==> src/sv/kst_pkg.sv <==
// Package for the key slot table: sizes, field types, operation codes,
// the token that walks the cell chain and the slot claim broadcast.
// No dependencies.
package kst_pkg;

  localparam int unsigned SLOTS = 16;
  localparam int unsigned IDX_W = (SLOTS > 1) ? $clog2(SLOTS) : 1;

  typedef logic [IDX_W-1:0] idx_t;
  typedef logic [7:0]       slot_t;
  typedef logic [15:0]      key_t;
  typedef logic [31:0]      epoch_t;

  typedef enum logic [1:0] {
    OP_ACQUIRE     = 2'd0,
    OP_RELEASE     = 2'd1,
    OP_RELEASE_ALL = 2'd2,
    OP_QUERY       = 2'd3
  } op_e;

  // Request token handed from cell to cell, one hop per cycle.
  typedef struct packed {
    op_e    op;
    key_t   key;
    slot_t  qslot;
    logic   found;     // a used slot holding key was seen upstream
    idx_t   hit_idx;
    logic   free_vld;  // a free slot (1 and up) was seen upstream
    idx_t   free_idx;
    epoch_t epoch;     // query result
  } tok_t;

  // One-cycle broadcast that writes a newly claimed slot.
  typedef struct packed {
    logic vld;
    idx_t idx;
    key_t key;
  } claim_t;

  // Epoch increment, wrapping past zero to one.
  function automatic epoch_t bump_epoch(epoch_t e);
    epoch_t n;
    n = e + epoch_t'(1);
    return (n == '0) ? epoch_t'(1) : n;
  endfunction

endpackage

==> src/sv/kst_cell.sv <==
// One slot of the key slot table: key, used flag and epoch, plus the
// token stage that forwards a request to the next slot.
// Depends on kst_pkg.
module kst_cell (
  input  logic            clk_i,
  input  logic            rst_ni,
  input  kst_pkg::idx_t   idx_i,
  input  kst_pkg::key_t   dflt_i,
  input  kst_pkg::claim_t claim_i,
  input  logic            vld_i,
  input  kst_pkg::tok_t   tok_i,
  output logic            vld_o,
  output kst_pkg::tok_t   tok_o
);

  logic            used_q, used_d;
  kst_pkg::key_t   key_q, key_d;
  kst_pkg::epoch_t epoch_q, epoch_d;
  logic            vld_q;
  kst_pkg::tok_t   tok_q, tok_d;

  logic            is_zero;
  logic            fill;
  logic            eff_used;
  kst_pkg::key_t   eff_key;
  logic            match;

  always_comb begin
    is_zero  = (idx_i == '0);
    // slot 0 takes the default key on first non-query request
    fill     = vld_i && is_zero && (tok_i.op != kst_pkg::OP_QUERY) && !used_q;
    eff_used = used_q | fill;
    eff_key  = fill ? dflt_i : key_q;
    match    = eff_used && (eff_key == tok_i.key);

    tok_d   = tok_i;
    used_d  = eff_used;
    key_d   = eff_key;
    epoch_d = fill ? kst_pkg::bump_epoch(epoch_q) : epoch_q;

    if (vld_i) begin
      case (tok_i.op)
        kst_pkg::OP_ACQUIRE: begin
          if (match && !tok_i.found) begin
            tok_d.found   = 1'b1;
            tok_d.hit_idx = idx_i;
          end
          if (!eff_used && !is_zero && !tok_i.free_vld) begin
            tok_d.free_vld = 1'b1;
            tok_d.free_idx = idx_i;
          end
        end
        kst_pkg::OP_RELEASE: begin
          // first match only; the default key is never released
          if (match && !tok_i.found && (tok_i.key != dflt_i)) begin
            tok_d.found = 1'b1;
            used_d      = 1'b0;
            key_d       = '0;
          end
        end
        kst_pkg::OP_RELEASE_ALL: begin
          if (!is_zero) begin
            used_d = 1'b0;
            key_d  = '0;
          end
        end
        kst_pkg::OP_QUERY: begin
          if (tok_i.qslot == kst_pkg::slot_t'(idx_i)) begin
            tok_d.epoch = epoch_q;
          end
        end
        default: ;
      endcase
    end

    if (claim_i.vld && (claim_i.idx == idx_i)) begin
      used_d  = 1'b1;
      key_d   = claim_i.key;
      epoch_d = kst_pkg::bump_epoch(epoch_q);
    end
  end

  always_ff @(posedge clk_i or negedge rst_ni) begin
    if (!rst_ni) begin
      used_q  <= 1'b0;
      key_q   <= '0;
      epoch_q <= '0;
      vld_q   <= 1'b0;
    end else begin
      used_q  <= used_d;
      key_q   <= key_d;
      epoch_q <= epoch_d;
      vld_q   <= vld_i;
    end
  end

  always_ff @(posedge clk_i) begin
    tok_q <= tok_d;
  end

  assign vld_o = vld_q;
  assign tok_o = tok_q;

endmodule

==> src/sv/key_slot_table_with_epochs_unit.sv <==
// Top level of the key slot table with per-slot epochs.
// Holds the request controller and the chain of kst_cell slots.
// Depends on kst_pkg and kst_cell.
//
// Usage:
//   Requests arrive on the s_axis channel: tuser carries the operation
//   (acquire, release, release all, epoch query), tdata the key code and
//   the query slot. Each request yields exactly one result transfer on
//   m_axis: tuser carries the ok flag, tdata the slot index and epoch.
//   The default key register is written through cfg_valid_i/cfg_data_i;
//   cfg_ready_o is always high. Write it only while the block is idle.
//
// Timing:
//   A request walks the row of SLOTS cells, one slot per cycle. The result
//   is then registered in the pending result register and loaded into the
//   output register, and the next request is taken only after that load,
//   so a request is not accepted while the previous one is in the chain.
//   A newly claimed slot is written by a one-cycle broadcast right after
//   the walk, before the next request enters the chain.
//
// Reset clears all slots (keys, used flags, epochs) and the default key.
// A stalled result waits in the output register; one further request is
// accepted and walked meanwhile, and its result is held until the output
// register frees.
module key_slot_table_with_epochs_unit (
  input  logic        clk_i,
  input  logic        rst_ni,
  // configuration write: default key
  input  logic        cfg_valid_i,
  output logic        cfg_ready_o,
  input  logic [15:0] cfg_data_i,
  // request stream
  input  logic        s_axis_tvalid,
  output logic        s_axis_tready,
  input  logic [23:0] s_axis_tdata,   // [15:0] key_code, [23:16] query_slot
  input  logic [1:0]  s_axis_tuser,   // [1:0] func
  // result stream
  output logic        m_axis_tvalid,
  input  logic        m_axis_tready,
  output logic [39:0] m_axis_tdata,   // [7:0] slot_index, [39:8] epoch_value
  output logic [0:0]  m_axis_tuser    // [0] ok
);

  typedef enum logic [1:0] {
    ST_IDLE,
    ST_SCAN,
    ST_DONE
  } state_e;

  state_e          state_q;
  kst_pkg::key_t   dflt_q;

  // head of the chain
  logic            launch_vld_q;
  kst_pkg::tok_t   launch_tok_q;
  kst_pkg::tok_t   fresh_tok;

  // slot claim broadcast
  kst_pkg::claim_t claim_q;

  // result waiting for the output register
  logic            pend_ok_q;
  kst_pkg::slot_t  pend_idx_q;
  kst_pkg::epoch_t pend_epoch_q;
  kst_pkg::claim_t pend_claim_q;

  // output register
  logic            out_vld_q;
  logic            out_ok_q;
  kst_pkg::slot_t  out_idx_q;
  kst_pkg::epoch_t out_epoch_q;

  // chain links: entry g feeds cell g
  logic            chain_vld [kst_pkg::SLOTS+1];
  kst_pkg::tok_t   chain_tok [kst_pkg::SLOTS+1];

  // result decode of the token leaving the last cell
  kst_pkg::tok_t   fin;
  logic            res_ok;
  kst_pkg::slot_t  res_idx;
  kst_pkg::epoch_t res_epoch;
  kst_pkg::claim_t res_claim;

  assign cfg_ready_o   = 1'b1;
  assign s_axis_tready = (state_q == ST_IDLE);
  assign m_axis_tvalid = out_vld_q;
  assign m_axis_tdata  = {out_epoch_q, out_idx_q};
  assign m_axis_tuser  = out_ok_q;

  always_comb begin
    fresh_tok          = '0;
    fresh_tok.op       = kst_pkg::op_e'(s_axis_tuser);
    fresh_tok.key      = s_axis_tdata[15:0];
    fresh_tok.qslot    = s_axis_tdata[23:16];
  end

  assign chain_vld[0] = launch_vld_q;
  assign chain_tok[0] = launch_tok_q;

  for (genvar g = 0; g < kst_pkg::SLOTS; g++) begin : g_cell
    kst_cell u_cell (
      .clk_i  (clk_i),
      .rst_ni (rst_ni),
      .idx_i  (kst_pkg::idx_t'(g)),
      .dflt_i (dflt_q),
      .claim_i(claim_q),
      .vld_i  (chain_vld[g]),
      .tok_i  (chain_tok[g]),
      .vld_o  (chain_vld[g+1]),
      .tok_o  (chain_tok[g+1])
    );
  end

  always_comb begin
    fin       = chain_tok[kst_pkg::SLOTS];
    res_ok    = 1'b0;
    res_idx   = '0;
    res_epoch = '0;
    res_claim = '0;
    case (fin.op)
      kst_pkg::OP_ACQUIRE: begin
        if (fin.found) begin
          res_ok  = 1'b1;
          res_idx = kst_pkg::slot_t'(fin.hit_idx);
        end else if (fin.free_vld) begin
          res_ok        = 1'b1;
          res_idx       = kst_pkg::slot_t'(fin.free_idx);
          res_claim.vld = 1'b1;
          res_claim.idx = fin.free_idx;
          res_claim.key = fin.key;
        end
      end
      kst_pkg::OP_QUERY: res_epoch = fin.epoch;
      default: ;
    endcase
  end

  always_ff @(posedge clk_i or negedge rst_ni) begin
    if (!rst_ni) begin
      dflt_q <= '0;
    end else if (cfg_valid_i) begin
      dflt_q <= cfg_data_i;
    end
  end

  always_ff @(posedge clk_i or negedge rst_ni) begin
    if (!rst_ni) begin
      state_q      <= ST_IDLE;
      launch_vld_q <= 1'b0;
      launch_tok_q <= '0;
      claim_q      <= '0;
      pend_ok_q    <= 1'b0;
      pend_idx_q   <= '0;
      pend_epoch_q <= '0;
      pend_claim_q <= '0;
      out_vld_q    <= 1'b0;
      out_ok_q     <= 1'b0;
      out_idx_q    <= '0;
      out_epoch_q  <= '0;
    end else begin
      launch_vld_q <= 1'b0;
      claim_q.vld  <= 1'b0;
      if (m_axis_tvalid && m_axis_tready) begin
        out_vld_q <= 1'b0;
      end
      case (state_q)
        ST_IDLE: begin
          if (s_axis_tvalid) begin
            launch_vld_q <= 1'b1;
            launch_tok_q <= fresh_tok;
            state_q      <= ST_SCAN;
          end
        end
        ST_SCAN: begin
          if (chain_vld[kst_pkg::SLOTS]) begin
            pend_ok_q    <= res_ok;
            pend_idx_q   <= res_idx;
            pend_epoch_q <= res_epoch;
            pend_claim_q <= res_claim;
            state_q      <= ST_DONE;
          end
        end
        ST_DONE: begin
          // load result once the output register is free or draining
          if (!out_vld_q || m_axis_tready) begin
            out_vld_q   <= 1'b1;
            out_ok_q    <= pend_ok_q;
            out_idx_q   <= pend_idx_q;
            out_epoch_q <= pend_epoch_q;
            claim_q     <= pend_claim_q;
            state_q     <= ST_IDLE;
          end
        end
        default: state_q <= ST_IDLE;
      endcase
    end
  end

`ifndef NO_ASSERTIONS
  logic [kst_pkg::SLOTS:0] chain_vld_vec;
  always_comb begin
    for (int i = 0; i <= kst_pkg::SLOTS; i++) begin
      chain_vld_vec[i] = chain_vld[i];
    end
  end

  // only one request is ever in the chain
  a_one_token: assert property (@(posedge clk_i) disable iff (!rst_ni)
    $countones(chain_vld_vec) <= 1)
    else $error("more than one token in the cell chain");

  // a token leaves the chain only while the controller waits for it
  a_exit_in_scan: assert property (@(posedge clk_i) disable iff (!rst_ni)
    chain_vld[kst_pkg::SLOTS] |-> (state_q == ST_SCAN))
    else $error("token left the chain outside the scan state");

  // a claim write never overlaps a token in the chain
  a_claim_alone: assert property (@(posedge clk_i) disable iff (!rst_ni)
    claim_q.vld |-> (chain_vld_vec == '0))
    else $error("slot claim overlaps a token in the chain");

  // a failed or non-acquire result reports slot 0
  a_idx_zero: assert property (@(posedge clk_i) disable iff (!rst_ni)
    (m_axis_tvalid && !m_axis_tuser[0]) |-> (m_axis_tdata[7:0] == '0))
    else $error("slot index set without ok");
`endif

endmodule
==> config.mk <==
export PLATFORM = sky130hd
export DESIGN_NAME = key_slot_table_with_epochs_unit
export DESIGN_NICKNAME = d
export VERILOG_FILES = /design/src/sv/kst_pkg.sv /design/src/sv/kst_cell.sv /design/src/sv/key_slot_table_with_epochs_unit.sv
export SDC_FILE = /design/constraint.sdc
export NUM_CORES = 2
export LEC_CHECK = 0
export BUFFER_PORTS_ARGS = -buffer_cell sky130_fd_sc_hd__clkbuf_2
export CAP_MARGIN = 20
export CORE_ASPECT_RATIO = 1.25
export CORE_MARGIN = 8
export CORE_UTILIZATION = 50
export DETAILED_ROUTE_END_ITERATION = 10
export GPL_TIMING_DRIVEN = 0
export PLACE_DENSITY = 0.65
export SYNTH_ARGS = -nofsm -noshare
export SYNTH_HDL_FRONTEND = slang
export SYNTH_HIERARCHICAL = 1
export SYNTH_SLANG_ARGS = --single-unit
==> constraint.sdc <==
create_clock -name clk_i -period 4.4 [get_ports clk_i]
set_input_delay 0.44 -clock clk_i [delete_from_list [all_inputs] [get_ports clk_i]]
set_output_delay 0.44 -clock clk_i [all_outputs]
set_load 0.02 [all_outputs]
==> impl_metrics.csv <==
group,metric,value,unit
global_route,grt_pass1_wl,410000,µm
yosys,ys_warn_count,6,
critical_path,critical_path_class,"flop to flop",
routing,firstDrtPassIters,7,
cells_and_area,multi_input_area,0.0471,mm²
clock_network,clk_pin_slew,0.07,ns
critical_path,cp-start-kind,"flop",
routing,antenna_left,0,
floorplan,num_rows,178,
critical_path,crit_slowest_cell,"dfrtp_2",
power,powerDensity,434,mW/mm²
sta,post-route-period-util,81.7,%
routing,vias,70400,
floorplan,die_w,405,µm
critical_path,critPathTopFamily,"simple AND/OR/NAND/NOR gates",
critical_path,required,5.14,ns
clock_network,cts.sinks,2042,
power,power,47.0,mW
floorplan,ios,91,
yosys,avgSynthCellArea,10.8,µm²
critical_path,worstPathArrival,4.33,ns
cells_and_area,finalNonFillerCells,12300,
clock_network,cts_max_level,4,
placement,dp_hpwl,191000,µm
sta,fmax,278,MHz
floorplan,initial_core_util,50.3,%
global_route,grt_max_degree,103,
routing,wl_per_cell,21.6,µm
critical_path,crit_path_max_incr_delay,0.76,ns
critical_path,cp.buffers_inverters,2,
yosys,netlist_instances,8782,
global_route,grt_overflow_total,0,
sta,grt_setup_unrepaired,"no",
critical_path,endpoint_kind,"flop",
cells_and_area,fin_nets,9714,
sta,setup-tns-final,0,ns
routing,drc,0,
job,maxCapViolations,0,
sta,finalMaxSlewViolations,0,
worst_hold_path,hp-class,"input pin to async pin",
cells_and_area,final-seq-area,0.0457,mm²
clock_network,clock_path_buffers,3,
floorplan,die-area,0.203,mm²
power,power_leakage,47.0,nW
sta,relSlewSlack,26.7,%
floorplan,core_area,0.188,mm²
placement,placed_cells,11800,
routing,avgViaCountPerCell,5.72,
critical_path,cp_cell_sequence,"buf_12 > xor2_1 > nor3_1 > nand3_1 > and4_1 > nor2b_1 > clkbuf_1 > a2111oi_2",
sta,fin_skew,0.0305,ns
clock_network,numCtsBuffers,201,
global_route,grt_pass1_vias,70300,
global_route,antenna_found_initial,3,
floorplan,die_y,502,µm
placement,gp_congestion,0.905,
cells_and_area,fill_cells,16100,
sta,setup_violations,0,
cells_and_area,drive_gt1_share,16.1,%
clock_network,cts_tree,"yes",
clock_network,clk_latency,0.84,ns
routing,wl,266000,µm
sta,fin_crit,3.59,ns
clock_network,ctsResizeCount,0,
sta,hold_violations,0,
clock_network,cts_root_buf,"clkbuf_16",
critical_path,crit_cells,8,
yosys,netlist_area,0.0945,mm²
cells_and_area,area_growth,14.5,%
global_route,grtUsageTotal,25.4,%
run_status,outcome,"completed",
critical_path,reg2reg_depth,8,
routing,drtIter0Drc,5793,
power,ir_drop,0.455,mV
sta,tightest_slew,1.09,ns
placement,port_buffers,84,
critical_path,cp_max_fo,10,
what timing repair did:
action | in CTS | in global routing
endpoints found under the setup margin | 0 | 0
hold endpoints to repair | 110 | 0
hold buffers | 51 | 0
setup buffers | 0 | 0
state kept, by name, indices dropped and copies added, names as in the netlist:
name,count
pend_ok_q,1
g_cell.u_cell/key_q,256
launch_vld_q,1
g_cell.u_cell/tok_o,1080
pend_idx_q,4
pend_epoch_q,32
dflt_q,16
pend_claim_q,21
out_idx_q,4
state_q,2
out_epoch_q,32
chain_tok,26
m_axis_tuser,1
g_cell.u_cell/epoch_q,512
claim_q,21
m_axis_tvalid,1
g_cell.u_cell/vld_o,16
g_cell.u_cell/used_q,16
stage by stage:
step                hold slack [ns]  utilization (%)  setup WS [ns]  area, µm²
finish                        0.167             57.6          0.807     108000
floorplan                     0.144                -           1.37      96000
detailed placement            0.335             53.6          0.854     101000
global placement              0.339             53.0         -22.21      99600
global route                  0.186             57.6          0.655     108000
CTS                           0.120             57.6          0.862     108000
path summary, 6_finish.rpt:
path | from | endpoint | slack (ns)
setup / recovery | claim_q[19]$_DFFE_PN0P_ | g_cell[12].u_cell/key_q[5]$_DFF_PN0_ | 0.81
max in group asynchronous | rst_ni | g_cell[6].u_cell/epoch_q[20]$_DFFE_PN0P_ | 2.11
setup reg to reg | claim_q[19]$_DFFE_PN0P_ | g_cell[12].u_cell/key_q[5]$_DFF_PN0_ | 0.81
hold reg to reg | g_cell[0].u_cell/tok_o[47]$_DFF_P_ | g_cell[1].u_cell/tok_o[47]$_DFF_P_ | 0.33
hold / removal | rst_ni | out_epoch_q[30]$_DFFE_PN0P_ | 0.17
min in group clk_i | g_cell[0].u_cell/tok_o[47]$_DFF_P_ | g_cell[1].u_cell/tok_o[47]$_DFF_P_ | 0.33
power by group:
group / switching, mW / internal (mW)
registers: 2.76 / 21.0
clock network: 7.43 / 10.5
logic: 2.64 / 2.73
layout by cell type, fill, tap and decap left out, types with 79 or more instances in the layout:
| cell type | count |
|---|---|
| a2111oi_0 | 104 |
| a211oi_1 | 176 |
| a21oi_1 | 90 |
| and3_1 | 133 |
| buf_2 | 105 |
| clkbuf_1 | 366 |
| clkbuf_16 | 209 |
| clkbuf_2 | 87 |
| conb_1 | 402 |
| dfrtp_1 | 934 |
| dfxtp_1 | 1080 |
| ha_1 | 80 |
| inv_1 | 264 |
| mux2_1 | 80 |
| mux2_2 | 666 |
| mux2i_1 | 287 |
| nand2_1 | 509 |
| nand3_1 | 290 |
| nand4_1 | 356 |
| nor2_1 | 586 |
| nor2b_1 | 88 |
| nor3_1 | 144 |
| nor4_1 | 212 |
| o21ai_0 | 85 |
| o22ai_1 | 79 |
| xnor2_1 | 684 |
| xor2_1 | 396 |
worst reg2reg max path: cells and delay by family (launching register included):
family                 cells  cell delay, ns
AND/OR/NAND/NOR            4            1.64
buffers and inverters      2            0.63
XOR/XNOR                   1            0.14
flip-flops                 1            0.76
AO/OA/AOI/OAI              1            0.33
layout make-up:
| class | instances | share of cell area [%] |
|---|---|---|
| multi-input combinational | 6395 | 43.6 |
| sequential | 2042 | 42.3 |
| clock buffer | 297 | 5.49 |
| tap | 2520 | 2.91 |
| buffer | 481 | 2.02 |
| timing repair buffer | 202 | 1.87 |
| clock inverter | 85 | 0.966 |
| inverter | 264 | 0.916 |
| antenna | 3 | 0.00694 |
metal layers:
| metal | GRT usage [%] | up-vias | part of all wire [%] |
|---|---|---|---|
| li1 | - | 33000 | - |
| met1 | 30.3 | 34200 | 40 |
| met2 | 43.9 | 2378 | 49 |
| met3 | 3.65 | 800 | 5.1 |
| met4 | 14.0 | 0 | 6.0 |
| met5 | 0 | - | 0 |
(Power assumes the default switching activity.)
